<file path="src/rtl/core/mean_squared_error_loss_grad_assert.svh">
// assertion macros for the mse loss and gradient block
`ifndef MEAN_SQUARED_ERROR_LOSS_GRAD_ASSERT_SVH
`define MEAN_SQUARED_ERROR_LOSS_GRAD_ASSERT_SVH

// same-cycle implication
`define MSEL_ASSERT_IMPL(label, clk, rst_n, ante, cons) \
  label: assert property (@(posedge clk) disable iff (!(rst_n)) (ante) |-> (cons)) \
    else $error("msel assertion failed");

// next-cycle implication
`define MSEL_ASSERT_NEXT(label, clk, rst_n, ante, cons) \
  label: assert property (@(posedge clk) disable iff (!(rst_n)) (ante) |=> (cons)) \
    else $error("msel assertion failed");

`endif

</file>
<file path="src/rtl/core/msel_pkg.sv">
// ----------------------------------------------------------------------------
// msel_pkg
// shared types and constants of the mse loss and gradient block
// ----------------------------------------------------------------------------
`timescale 1ns / 1ps

package msel_pkg;

  localparam int unsigned MaxSampleElements = 4096;

  localparam int unsigned DataW    = 16;
  localparam int unsigned MagW     = 17;
  localparam int unsigned GradW    = 18;
  localparam int unsigned LossW    = 48;
  localparam int unsigned RecipW   = 16;
  localparam int unsigned CfgIdxW  = 2;
  localparam int unsigned MulAW    = 33;
  localparam int unsigned MulBW    = 17;
  localparam int unsigned ProdW    = MulAW + MulBW;
  localparam int unsigned AccW     = 64;

  localparam logic [CfgIdxW-1:0] CfgReductionMode = 2'd0;
  localparam logic [CfgIdxW-1:0] CfgInvSampleSize = 2'd1;
  localparam logic [CfgIdxW-1:0] CfgInvBatchCount = 2'd2;

  localparam logic [RecipW-1:0] RecipReset = 16'hFFFF;

  typedef enum logic [3:0] {
    ST_IDLE,
    ST_GRAD,
    ST_SQ,
    ST_GMEAN,
    ST_GFIN,
    ST_SM_LO,
    ST_SM_HI,
    ST_SM_ADD,
    ST_BADD,
    ST_LS_LO,
    ST_LS_HI,
    ST_LS_ADD,
    ST_DONE
  } state_e;

  typedef enum logic [2:0] {
    MUL_NONE,
    MUL_MAG_ISS,
    MUL_MAG_MAG,
    MUL_M_IBC,
    MUL_SS_LO,
    MUL_SS_HI,
    MUL_BS_LO,
    MUL_BS_HI
  } mul_op_e;

  typedef enum logic [2:0] {
    POST_NONE,
    POST_SAVE_M,
    POST_SS_ADD,
    POST_GRAD,
    POST_ACC_LO,
    POST_ACC_HI,
    POST_BADD
  } post_op_e;

  typedef struct packed {
    logic     load;
    mul_op_e  mul_op;
    post_op_e post_op;
    logic     out_load;
  } cmd_t;

  typedef struct packed {
    logic close;
    logic bend;
    logic mean;
    logic out_free;
  } status_t;

endpackage

</file>
<file path="src/rtl/core/msel_ctrl.sv">
// ----------------------------------------------------------------------------
// msel_ctrl
// sequencer that steps the shared multiplier through one transaction
// ----------------------------------------------------------------------------
`timescale 1ns / 1ps

module msel_ctrl (
  input  logic              clk_i,
  input  logic              rst_ni,
  input  logic              in_valid_i,
  output logic              in_stall_o,
  input  msel_pkg::status_t status_i,
  output msel_pkg::cmd_t    cmd_o
);

  msel_pkg::state_e state_q, state_d;

  always_ff @(posedge clk_i or negedge rst_ni) begin
    if (!rst_ni) begin
      state_q <= msel_pkg::ST_IDLE;
    end else begin
      state_q <= state_d;
    end
  end

  always_comb begin
    state_d = state_q;
    unique case (state_q)
      msel_pkg::ST_IDLE: begin
        if (in_valid_i) state_d = msel_pkg::ST_GRAD;
      end
      msel_pkg::ST_GRAD:   state_d = msel_pkg::ST_SQ;
      msel_pkg::ST_SQ:     state_d = msel_pkg::ST_GMEAN;
      msel_pkg::ST_GMEAN:  state_d = msel_pkg::ST_GFIN;
      msel_pkg::ST_GFIN: begin
        priority if (status_i.close) begin
          state_d = msel_pkg::ST_SM_LO;
        end else begin
          state_d = msel_pkg::ST_DONE;
        end
      end
      msel_pkg::ST_SM_LO:  state_d = msel_pkg::ST_SM_HI;
      msel_pkg::ST_SM_HI:  state_d = msel_pkg::ST_SM_ADD;
      msel_pkg::ST_SM_ADD: state_d = msel_pkg::ST_BADD;
      msel_pkg::ST_BADD: begin
        priority if (status_i.bend && status_i.mean) begin
          state_d = msel_pkg::ST_LS_LO;
        end else begin
          state_d = msel_pkg::ST_DONE;
        end
      end
      msel_pkg::ST_LS_LO:  state_d = msel_pkg::ST_LS_HI;
      msel_pkg::ST_LS_HI:  state_d = msel_pkg::ST_LS_ADD;
      msel_pkg::ST_LS_ADD: state_d = msel_pkg::ST_DONE;
      msel_pkg::ST_DONE: begin
        if (status_i.out_free) state_d = msel_pkg::ST_IDLE;
      end
      default:             state_d = msel_pkg::ST_IDLE;
    endcase
  end

  always_comb begin
    cmd_o          = '0;
    cmd_o.mul_op   = msel_pkg::MUL_NONE;
    cmd_o.post_op  = msel_pkg::POST_NONE;
    in_stall_o     = 1'b1;
    unique case (state_q)
      msel_pkg::ST_IDLE: begin
        in_stall_o = 1'b0;
        cmd_o.load = in_valid_i;
      end
      msel_pkg::ST_GRAD:   cmd_o.mul_op = msel_pkg::MUL_MAG_ISS;
      msel_pkg::ST_SQ: begin
        cmd_o.mul_op  = msel_pkg::MUL_MAG_MAG;
        cmd_o.post_op = msel_pkg::POST_SAVE_M;
      end
      msel_pkg::ST_GMEAN: begin
        cmd_o.mul_op  = msel_pkg::MUL_M_IBC;
        cmd_o.post_op = msel_pkg::POST_SS_ADD;
      end
      msel_pkg::ST_GFIN:   cmd_o.post_op = msel_pkg::POST_GRAD;
      msel_pkg::ST_SM_LO:  cmd_o.mul_op = msel_pkg::MUL_SS_LO;
      msel_pkg::ST_SM_HI: begin
        cmd_o.mul_op  = msel_pkg::MUL_SS_HI;
        cmd_o.post_op = msel_pkg::POST_ACC_LO;
      end
      msel_pkg::ST_SM_ADD: cmd_o.post_op = msel_pkg::POST_ACC_HI;
      msel_pkg::ST_BADD:   cmd_o.post_op = msel_pkg::POST_BADD;
      msel_pkg::ST_LS_LO:  cmd_o.mul_op = msel_pkg::MUL_BS_LO;
      msel_pkg::ST_LS_HI: begin
        cmd_o.mul_op  = msel_pkg::MUL_BS_HI;
        cmd_o.post_op = msel_pkg::POST_ACC_LO;
      end
      msel_pkg::ST_LS_ADD: cmd_o.post_op = msel_pkg::POST_ACC_HI;
      msel_pkg::ST_DONE:   cmd_o.out_load = status_i.out_free;
      default: begin
        in_stall_o = 1'b1;
      end
    endcase
  end

endmodule

</file>
<file path="src/rtl/core/msel_datapath.sv">
// ----------------------------------------------------------------------------
// msel_datapath
// config registers, shared multiplier, accumulators and output register
// ----------------------------------------------------------------------------
`timescale 1ns / 1ps

module msel_datapath #(
  parameter int unsigned MAX_SAMPLE_ELEMENTS = msel_pkg::MaxSampleElements
) (
  input  logic                                clk_i,
  input  logic                                rst_ni,
  input  logic                                cfg_we_i,
  input  logic [msel_pkg::CfgIdxW-1:0]        cfg_idx_i,
  input  logic [msel_pkg::RecipW-1:0]         cfg_wdata_i,
  input  logic signed [msel_pkg::DataW-1:0]   prediction_i,
  input  logic signed [msel_pkg::DataW-1:0]   target_i,
  input  logic                                sample_end_i,
  input  logic                                batch_end_i,
  input  logic                                out_stall_i,
  output logic                                out_valid_o,
  output logic signed [msel_pkg::GradW-1:0]   gradient_o,
  output logic [msel_pkg::LossW-1:0]          loss_o,
  output logic                                loss_valid_o,
  input  msel_pkg::cmd_t                      cmd_i,
  output msel_pkg::status_t                   status_o
);

  localparam int unsigned CntW = (MAX_SAMPLE_ELEMENTS > 1) ? $clog2(MAX_SAMPLE_ELEMENTS) : 1;
  localparam logic [CntW-1:0] CntLast = CntW'(MAX_SAMPLE_ELEMENTS - 1);

  localparam int unsigned MagW  = msel_pkg::MagW;
  localparam int unsigned MulAW = msel_pkg::MulAW;
  localparam int unsigned MulBW = msel_pkg::MulBW;
  localparam int unsigned ProdW = msel_pkg::ProdW;
  localparam int unsigned AccW  = msel_pkg::AccW;
  localparam int unsigned LossW = msel_pkg::LossW;
  localparam int unsigned GradW = msel_pkg::GradW;
  localparam int unsigned RW    = 20;

  localparam logic [LossW-1:0] LossMax   = {LossW{1'b1}};
  localparam logic [RW-1:0]    GradMax   = RW'(131071);
  localparam logic [RW-1:0]    GradMinMg = RW'(131072);

  // configuration
  logic                          mode_q;
  logic [msel_pkg::RecipW-1:0]   iss_q;
  logic [msel_pkg::RecipW-1:0]   ibc_q;

  // item
  logic [MagW-1:0]   mag_q;
  logic              neg_q;
  logic              close_q;
  logic              bend_q;
  logic [CntW-1:0]   cnt_q;

  // arithmetic
  logic [MulAW-1:0]  mul_a;
  logic [MulBW-1:0]  mul_b;
  logic [ProdW-1:0]  prod_q;
  logic [MulAW-1:0]  m_q;
  logic [AccW-1:0]   acc_q;
  logic [LossW-1:0]  sample_sum_q;
  logic [LossW-1:0]  batch_sum_q;
  logic [GradW-1:0]  grad_q;

  // output register
  logic              out_valid_q;
  logic [GradW-1:0]  out_grad_q;
  logic [LossW-1:0]  out_loss_q;
  logic              out_lvalid_q;

  logic signed [MagW-1:0] diff;
  logic [MagW-1:0]        diff_mag;
  logic [LossW:0]         ss_sum;
  logic [LossW:0]         bs_sum;
  logic [RW-1:0]          r_mean;
  logic [RW-1:0]          r_sum;
  logic [RW-1:0]          r_sel;
  logic [GradW-1:0]       grad_d;
  logic [LossW-1:0]       loss_d;
  logic                   mean_mode;

  assign mean_mode = (mode_q == 1'b0);

  always_ff @(posedge clk_i or negedge rst_ni) begin
    if (!rst_ni) begin
      mode_q <= 1'b0;
      iss_q  <= msel_pkg::RecipReset;
      ibc_q  <= msel_pkg::RecipReset;
    end else if (cfg_we_i) begin
      unique case (cfg_idx_i)
        msel_pkg::CfgReductionMode: mode_q <= cfg_wdata_i[0];
        msel_pkg::CfgInvSampleSize: iss_q  <= cfg_wdata_i;
        msel_pkg::CfgInvBatchCount: ibc_q  <= cfg_wdata_i;
        default: ;
      endcase
    end
  end

  assign diff     = MagW'(target_i) - MagW'(prediction_i);
  assign diff_mag = diff[MagW-1] ? MagW'(-diff) : MagW'(diff);

  always_ff @(posedge clk_i) begin
    if (cmd_i.load) begin
      mag_q   <= diff_mag;
      neg_q   <= diff[MagW-1];
      close_q <= sample_end_i | batch_end_i | (cnt_q == CntLast);
      bend_q  <= batch_end_i;
    end
  end

  always_comb begin
    mul_a = '0;
    mul_b = '0;
    unique case (cmd_i.mul_op)
      msel_pkg::MUL_NONE: begin
        mul_a = '0;
        mul_b = '0;
      end
      msel_pkg::MUL_MAG_ISS: begin
        mul_a = MulAW'(mag_q);
        mul_b = MulBW'(iss_q);
      end
      msel_pkg::MUL_MAG_MAG: begin
        mul_a = MulAW'(mag_q);
        mul_b = mag_q;
      end
      msel_pkg::MUL_M_IBC: begin
        mul_a = m_q;
        mul_b = MulBW'(ibc_q);
      end
      msel_pkg::MUL_SS_LO: begin
        mul_a = MulAW'(sample_sum_q[31:0]);
        mul_b = MulBW'(iss_q);
      end
      msel_pkg::MUL_SS_HI: begin
        mul_a = MulAW'(sample_sum_q[LossW-1:32]);
        mul_b = MulBW'(iss_q);
      end
      msel_pkg::MUL_BS_LO: begin
        mul_a = MulAW'(batch_sum_q[31:0]);
        mul_b = MulBW'(ibc_q);
      end
      msel_pkg::MUL_BS_HI: begin
        mul_a = MulAW'(batch_sum_q[LossW-1:32]);
        mul_b = MulBW'(ibc_q);
      end
      default: ;
    endcase
  end

  always_ff @(posedge clk_i) begin
    prod_q <= ProdW'(mul_a) * ProdW'(mul_b);
  end

  // gradient rounding and saturation
  assign r_mean = RW'((prod_q[48:0] + 49'(2**30)) >> 31);
  assign r_sum  = RW'((34'(m_q) + 34'(2**14)) >> 15);
  assign r_sel  = mean_mode ? r_mean : r_sum;

  always_comb begin
    if (neg_q) begin
      grad_d = (r_sel > GradMinMg) ? GradW'(GradMinMg) : GradW'(r_sel);
      grad_d = GradW'(-grad_d);
    end else begin
      grad_d = (r_sel > GradMax) ? GradW'(GradMax) : GradW'(r_sel);
    end
  end

  assign ss_sum = {1'b0, sample_sum_q} + (LossW+1)'(prod_q[33:0]);
  assign bs_sum = {1'b0, batch_sum_q} + (LossW+1)'(acc_q[AccW-1:16]);

  always_ff @(posedge clk_i) begin
    unique case (cmd_i.post_op)
      msel_pkg::POST_NONE:   ;
      msel_pkg::POST_SAVE_M: m_q <= prod_q[MulAW-1:0];
      msel_pkg::POST_GRAD:   grad_q <= grad_d;
      msel_pkg::POST_ACC_LO: acc_q <= AccW'(prod_q);
      msel_pkg::POST_ACC_HI: acc_q <= acc_q + {prod_q[31:0], 32'd0} + AccW'(2**15);
      default: ;
    endcase
  end

  always_ff @(posedge clk_i or negedge rst_ni) begin
    if (!rst_ni) begin
      sample_sum_q <= '0;
      batch_sum_q  <= '0;
      cnt_q        <= '0;
    end else begin
      if (cmd_i.load) begin
        cnt_q <= (sample_end_i | batch_end_i | (cnt_q == CntLast)) ? '0 : cnt_q + 1'b1;
      end
      if (cmd_i.post_op == msel_pkg::POST_SS_ADD) begin
        sample_sum_q <= ss_sum[LossW] ? LossMax : ss_sum[LossW-1:0];
      end
      if (cmd_i.post_op == msel_pkg::POST_BADD) begin
        batch_sum_q  <= bs_sum[LossW] ? LossMax : bs_sum[LossW-1:0];
        sample_sum_q <= '0;
      end
      if (cmd_i.out_load && bend_q) begin
        batch_sum_q <= '0;
      end
    end
  end

  assign loss_d = mean_mode ? acc_q[AccW-1:16] : batch_sum_q;

  always_ff @(posedge clk_i or negedge rst_ni) begin
    if (!rst_ni) begin
      out_valid_q <= 1'b0;
    end else if (cmd_i.out_load) begin
      out_valid_q <= 1'b1;
    end else if (!out_stall_i) begin
      out_valid_q <= 1'b0;
    end
  end

  always_ff @(posedge clk_i) begin
    if (cmd_i.out_load) begin
      out_grad_q   <= grad_q;
      out_loss_q   <= bend_q ? loss_d : '0;
      out_lvalid_q <= bend_q;
    end
  end

  assign status_o.close    = close_q;
  assign status_o.bend     = bend_q;
  assign status_o.mean     = mean_mode;
  assign status_o.out_free = !out_valid_q || !out_stall_i;

  assign out_valid_o  = out_valid_q;
  assign gradient_o   = out_grad_q;
  assign loss_o       = out_loss_q;
  assign loss_valid_o = out_lvalid_q;

endmodule

</file>
<file path="src/rtl/core/mean_squared_error_loss_grad.sv">
// ----------------------------------------------------------------------------
// mean_squared_error_loss_grad
// mse loss with per-element gradient over a stream of q8.8 pairs
// ----------------------------------------------------------------------------
// input channel: in_valid_i / in_stall_o with prediction, target, sample_end
// and batch_end; one transaction per prediction/target pair.
// output channel: out_valid_o / out_stall_i; every input transaction gives
// one output transaction with the gradient, and on batch_end also the loss
// with loss_valid_o set (loss reads zero otherwise).
// the block takes no new pair until it has finished the last one and handed
// it to the output register; an item that closes a sample also scales the
// sample sum into the batch sum, and one that ends the batch in mean mode
// also scales the batch sum; all products go through one shared 33x17
// multiplier stepped by the controller.
// a stalled result holds in the output register; the block finishes the
// next item and then waits until that register is free. configuration
// (cfg_we_i, cfg_idx_i, cfg_wdata_i) is to be written by the user only while idle; the block does not enforce this.
// reset clears the sample and batch sums and the element count and loads the
// default configuration: mean mode, both reciprocals 0xffff.
// ----------------------------------------------------------------------------
`timescale 1ns / 1ps

module mean_squared_error_loss_grad #(
  parameter int unsigned MAX_SAMPLE_ELEMENTS = msel_pkg::MaxSampleElements
) (
  input  logic                              clk_i,
  input  logic                              rst_ni,
  input  logic                              cfg_we_i,
  input  logic [msel_pkg::CfgIdxW-1:0]      cfg_idx_i,
  input  logic [msel_pkg::RecipW-1:0]       cfg_wdata_i,
  input  logic                              in_valid_i,
  output logic                              in_stall_o,
  input  logic signed [msel_pkg::DataW-1:0] prediction_i,
  input  logic signed [msel_pkg::DataW-1:0] target_i,
  input  logic                              sample_end_i,
  input  logic                              batch_end_i,
  output logic                              out_valid_o,
  input  logic                              out_stall_i,
  output logic signed [msel_pkg::GradW-1:0] gradient_o,
  output logic [msel_pkg::LossW-1:0]        loss_o,
  output logic                              loss_valid_o
);

  msel_pkg::cmd_t    cmd;
  msel_pkg::status_t status;

  msel_ctrl u_ctrl (
    .clk_i      (clk_i),
    .rst_ni     (rst_ni),
    .in_valid_i (in_valid_i),
    .in_stall_o (in_stall_o),
    .status_i   (status),
    .cmd_o      (cmd)
  );

  msel_datapath #(
    .MAX_SAMPLE_ELEMENTS (MAX_SAMPLE_ELEMENTS)
  ) u_datapath (
    .clk_i        (clk_i),
    .rst_ni       (rst_ni),
    .cfg_we_i     (cfg_we_i),
    .cfg_idx_i    (cfg_idx_i),
    .cfg_wdata_i  (cfg_wdata_i),
    .prediction_i (prediction_i),
    .target_i     (target_i),
    .sample_end_i (sample_end_i),
    .batch_end_i  (batch_end_i),
    .out_stall_i  (out_stall_i),
    .out_valid_o  (out_valid_o),
    .gradient_o   (gradient_o),
    .loss_o       (loss_o),
    .loss_valid_o (loss_valid_o),
    .cmd_i        (cmd),
    .status_o     (status)
  );

`include "mean_squared_error_loss_grad_assert.svh"

  // busy right after a transaction is taken
  `MSEL_ASSERT_NEXT(a_busy_after_accept, clk_i, rst_ni, in_valid_i && !in_stall_o, in_stall_o)
  // a new result only appears while an item is in work
  `MSEL_ASSERT_IMPL(a_result_from_work, clk_i, rst_ni, $rose(out_valid_o), $past(in_stall_o))
  // loss field is zero unless it carries the batch result
  `MSEL_ASSERT_IMPL(a_loss_zero, clk_i, rst_ni, out_valid_o && !loss_valid_o, loss_o == '0)

endmodule

</file>
<file path="config.mk">
export PLATFORM = sky130hd
export DESIGN_NAME = mean_squared_error_loss_grad
export DESIGN_NICKNAME = d
export VERILOG_FILES = /design/src/rtl/core/msel_pkg.sv /design/src/rtl/core/msel_ctrl.sv /design/src/rtl/core/msel_datapath.sv /design/src/rtl/core/mean_squared_error_loss_grad.sv
export VERILOG_INCLUDE_DIRS = /design/src /design/src/rtl/core
export SDC_FILE = /design/constraint.sdc
export NUM_CORES = 2
export LEC_CHECK = 0
export ABC_CLOCK_PERIOD_IN_PS = 12600
export BUFFER_PORTS_ARGS = -buffer_cell sky130_fd_sc_hd__buf_4
export CORE_MARGIN = 8
export CORE_UTILIZATION = 45
export DETAILED_ROUTE_END_ITERATION = 10
export PLACE_DENSITY = 0.68
export SLEW_MARGIN = 30
export SYNTH_ARGS = -nofsm -noshare
export SYNTH_HDL_FRONTEND = slang
export SYNTH_SLANG_ARGS = --single-unit
</file>
<file path="constraint.sdc">
create_clock -name clk_i -period 12.6 [get_ports clk_i]
set_input_delay 1.26 -clock clk_i [delete_from_list [all_inputs] [get_ports clk_i]]
set_output_delay 1.26 -clock clk_i [all_outputs]
set_load 0.01 [all_outputs]
</file>
Word-level counts from Yosys, hierarchy flattened
Cells that the tools add are included.
W data, S select, Z words.
- input port bits: 57
- output and inout port bits: 69
- logic and storage cells: 115
- bits in registers: 398
- muxes and demuxes: 28
- magnitude comparators: 2
- bitwise operators: 3
- eq/ne operators: 31
- add/sub/neg operators: 10
- $mul: 1
- reduce and logical (&&, ||, !) cells: 20
- operators with widths (cell ; number):
    $mux W48 ; 7
    $pmux W33 S7 ; 1
    $pmux W64 S2 ; 1
    $pmux W17 S4 ; 1
    $add A64 B16 Y64 const B ; 1
    $add A64 B64 Y64 ; 1
    $mux W18 ; 3
    $pmux W4 S13 ; 1
    $mul A33 B17 Y50 ; 1
    $add A48 B34 Y49 ; 1
    $add A48 B48 Y49 ; 1
    $add A49 B31 Y49 const B ; 1
    $add A33 B15 Y34 const B ; 1
    $eq A3 B3 Y1 const B ; 7
    $pmux W3 S7 ; 1
    $eq A4 B4 Y1 const B ; 5
    $gt A20 B17 Y1 const B ; 1
    $gt A20 B18 Y1 const B ; 1
    $mux W19 ; 1
    $neg A18 Y18 ; 1
    $pmux W3 S6 ; 1
    $neg A17 Y17 ; 1
    $sub A16 B16 Y17 ; 1
    $eq A4 B3 Y1 const B ; 4
    other kinds (27) ; 50

Depth between registers and ports, before layout
- depth after elaboration: 6
- gate-level depth with buffers: 35
- gate-level depth less buffers: 31

Modules after synthesis
Synthesis repeated with hierarchy kept, for this count alone.
- cell total of the unflattened synthesis: 4629
- area, all modules: 41826.4 µm²
- modules (own cells, without submodules) (module ; cells an instance ; area an instance (µm²) ; sequential area each (µm²) ; instances):
    msel_datapath ; 4585 ; 41444.7 ; 10209.8 ; 1
    msel_ctrl ; 44 ; 381.6 ; 100.1 ; 1

Least setup slack after synthesis
No wires, ideal clock.
- path type: register to register
- from: register u_ctrl.state_q[3]
- to: register u_datapath.prod_q[46]
- cell stages (with the launch flop): 29
- data arrival time: 8.648 ns
- buffers on the path: 3
- library setup time: 0.072 ns
- slack: 3.880 ns
- data required time: 12.528 ns
- clock period less this slack: 8.720 ns
- path through: dfrtp_1 clkbuf_1 nor3_1 clkbuf_1 nand2_1 nand2_1 clkbuf_1 nand2_1 fa_1 fa_1 fa_1 inv_1 ha_1 fa_1 inv_1 fa_1 inv_1 ha_1 a2111oi_2 inv_2 o31ai_2 o21ai_1 a31o_2 and3_1 a311o_1 o21ai_2 nor3_1 o41ai_2 xnor2_1
- cells in the longest elaborated chain, start to end: 6
- elaborated cells between the ends (all ways): 22
- those cells by class: mul: 1; eq/ne: 14; mux: 3; reduce/logical: 4
- RTL lines (item ; RTL line ; text):
    start: declaration ; msel_ctrl.sv:16 ; msel_pkg::state_e state_q, state_d;
    start signal: assignment ; msel_ctrl.sv:20 ; state_q <= msel_pkg::ST_IDLE;
    start signal: assignment ; msel_ctrl.sv:22 ; state_q <= state_d;
    $eq A4 B4 Y1 (tied with other cells) ; msel_ctrl.sv:67 ; unique case (state_q)
    $pmux W3 S7 (*) ; msel_ctrl.sv:67 ;
    $eq A3 B1 Y1 (tied with other cells) ; msel_datapath.sv:115 ; unique case (cmd_i.mul_op)
    $reduce_or A2 Y1 (no source line) or $reduce_or A3 Y1 (tied branches) ; -- ;
    $pmux W33 S7 or $pmux W17 S4 (tied branches) ; msel_datapath.sv:115 ;
    $mul A33 B17 Y50 (*) ; msel_datapath.sv:153 ; prod_q <= ProdW'(mul_a) * ProdW'(mul_b);
    end signal: assignment ; msel_datapath.sv:153 ;
    end: declaration ; msel_datapath.sv:59 ; logic [ProdW-1:0] prod_q;
Every way passes the cells marked *; elsewhere a longest branch is shown, timed or not.
A chain may end at the register's enable or synchronous reset.

Worst setup path in the final report
- from: register u_ctrl.state_q[3]
- to: register u_datapath.prod_q[47]
Same word-level chain as after synthesis.

==> results.yml <==
yosys:
  synth_area_leaders: "fa_1, edfxtp_1, ha_1"
  ys_ff_latch: 383
  synth_top_cell_by_area: "fa_1"
  syn_inst: 4618
  syn_area_per_cell_um2: 8.90
  ys_warn_count: 0
  netlist_area_um2: 41100
  seq_area_frac_synth_pct: 25.1
  netlist-cell-type-count: 94
  synth_flop_cell: "edfxtp_1"
  synth-async-reset-ratio_pct: 38.1
  synth_edf_count: 187
  synth_top_cell_area_share_pct: 22.8
sta:
  fin_skew_ns: 0.0325
  tightest_slew_ns: 0.946
  drv_slew: 0
  setup_ws_ns: 2.91
  setup_viol: 0
  timing.fmax_mhz: 103
  finalHoldViolCount: 0
  setup_tns_ns: 0
  timing.final.crit_period_ns: 9.69
  slew_headroom_pct: 36.7
  min_period_over_period_pct: 76.9
  rsz0062_at_grt: "false"
cells_and_area:
  synthToLayoutAreaGrowth_pct: 8.73
  layout_common_cells: "nand2_1, inv_1, fa_1"
  finish.utilization_pct: 49.0
  stdcell_area_um2: 44700
  final_nets: 5431
  final_common_cell: "nand2_1"
  drive_gt1_share_pct: 8.01
critical_path:
  crit_arrival_ns: 10.24
  critPathMaxFanout: 20
  worstSetupEndpointType: "register"
  r2r_end: "u_datapath.prod_q[47]"
  ff2ff_path_depth: 29
  critPathSlowestCell: "dfrtp_1"
  start_kind: "register"
  reg2reg_slack_ns: 2.91
  critPathKind: "reg -> reg"
  cp.required_ns: 13.15
  slowest_delay_ns: 0.70
  cpMostUsedCell: "fa_1"
  r2r-start: "u_ctrl.state_q[3]"
run:
  drv_cap: 0
cts:
  cts_made_buffers: 44
  path_clk_slew_ns: 0.06
  tritoncts: "built"
  clk_latency_ns: 0.62
  cts_setup_buffers: 0
  cts_root_buf: "clkbuf_16"
  cts.sinks: 383
  cts.hold.buffers_added: 0
  htree_levels: 2
  clockBufferDepth: 3
  ctsResizeCount: 0
placed_design:
  gp_congestion: 0.955
  dpl-instance-area_um2: 43200
  pre_cts_ws_ns: 2.90
  portBuffers: 125
  place_hpwl_um: 98800
floorplan:
  core_um2: 91100
  start_util_pct: 45.1
  fp.dieArea_um2: 101000
  die_y_um: 318
  placementRows: 111
  pin_count: 126
  die_x_um: 318
routing:
  drc: 0
  drtPass1Iterations: 7
  route.vias.total: 33800
  drt-initial-drc-count: 3481
  wl_um: 128000
  ant_nets: 0
  viasPerCell: 5.76
  avgRoutedWirePerCell_um: 21.8
pwr:
  p_leak_uw: 0.0206
  ir_worst_vdd_uv: 154
  power_density_nw_per_um2: 234
  power.total_uw: 10500
min_path:
  min_from: "u_datapath.grad_q[0]"
  hold_path_depth: 0
  hold_path.class: "reg -> reg"
  hold_end: "u_datapath.gradient_o[0]"
grt:
  grt_max_degree: 89
  met1_usage_pct: 34.3
  grt_pass1_vias: 33400
  met2_usage_pct: 38.4
  top_usage_layer: "met2"
  grt_util_all_layers_pct: 24.8
  use_met3_pct: 5.94
  overflow: 0
  antenna_found_initial: 2
  grt_pass1_wl_um: 197000
status:
  outcome: "finished, final reports clean"
-- worst max-delay path, delay by kind of cell, from the launching register on --
family          cells  cell delay [ns]
compound gates      8             1.94
xor+xnor            1             0.16
flops               1             0.70
fa+ha+maj           7             3.50
simple gates        8             2.56
buf+inv             5             0.75
-- routing by layer --
| layer | share of wire (%) | vias to the layer above | wire length, um |
|---|---|---|---|
| met5 | 0.010 | - | 13 |
| met4 | 3.5 | 2 | 4430 |
| met3 | 11 | 230 | 13700 |
| met2 | 44 | 1611 | 56100 |
| met1 | 42 | 16700 | 53800 |
| li1 | - | 15300 | - |
-- cells by family after synthesis --
family / synth area share [%]
buffers and inverters: 7.67
XOR/XNOR: 4.65
AND/OR/NAND/NOR: 17.2
AO/OA/AOI/OAI: 12.0
other: 0.0183
multiplexers: 2.72
adder cells (fa/ha/maj): 30.6
flip-flops: 25.1
-- how the worst max path moves through the flow --
stage | from | endpoint | slack (ns) | cells after the start
6_report | u_ctrl.state_q[3] | u_datapath.prod_q[47] | 2.91 | 29
5_1_grt | u_ctrl.state_q[3] | u_datapath.prod_q[46] | 2.34 | 30
4_1_cts | u_ctrl.state_q[3] | u_datapath.prod_q[46] | 2.87 | 28
3_5_place_dp | u_ctrl.state_q[3] | u_datapath.prod_q[46] | 2.90 | 28
3_3_place_gp | u_ctrl.state_q[3] | u_datapath.prod_q[46] | 2.57 | 28
2_1_floorplan | u_ctrl.state_q[3] | u_datapath.prod_q[46] | 3.88 | 28
-- cell type report --
class / instances / area (um2)
antenna: 2 / 5.00
clock buffer: 56 / 1170
inverter: 630 / 2360
sequential: 383 / 10300
timing repair buffer: 175 / 1330
multi-input combinational: 3414 / 27800
fill: 8578 / 46400
tap: 1186 / 1480
clock inverter: 26 / 244
-- where the power goes --
part | internal, uW | switching (uW)
sequential | 1800 | 555
clock | 706 | 574
combinational | 2440 | 4390
total | 4950 | 5510
-- Yosys cell counts, drive strengths merged (19+ instances only) --
cell type,count
nand2,786
inv,629
fa,467
nor2,307
ha,259
o21ai,251
a21oi,211
edfxtp,187
clkbuf,178
xnor2,139
dfrtp,114
nand3,87
a21o,81
nor2b,81
xor2,79
mux2i,61
nand4,51
dfxtp,50
and3,45
mux2,45
and2,42
nor3,41
a22oi,40
dfstp,32
buf,27
nand2b,26
a31oi,24
and4,22
o21bai,22
or3,22
o21a,19
-- sequential cells by signal, indices dropped and copies added, names as in the netlist --
signal                   count
u_datapath.gradient_o       18
u_datapath.iss_q            16
u_datapath.ibc_q            16
u_datapath.cnt_q            12
u_datapath.batch_sum_q      48
u_datapath.loss_o           48
u_datapath.m_q              33
u_datapath.mode_q            1
u_datapath.prod_q           50
u_datapath.out_valid_o       1
u_datapath.bend_q            1
u_datapath.neg_q             1
u_datapath.acc_q            49
u_datapath.mag_q            17
u_datapath.close_q           1
u_ctrl.state_q               4
u_datapath.sample_sum_q     48
u_datapath.grad_q           18
u_datapath.loss_valid_o      1
-- per-stage QoR --
step                hold slack (ns)  instances
floorplan                     0.400       4632
global placement              0.404       5786
detailed placement            0.408       5786
CTS                           0.421       5868
global route                  0.425       5870
finish                        0.417       5872
Power figures use the tool's default switching activity.
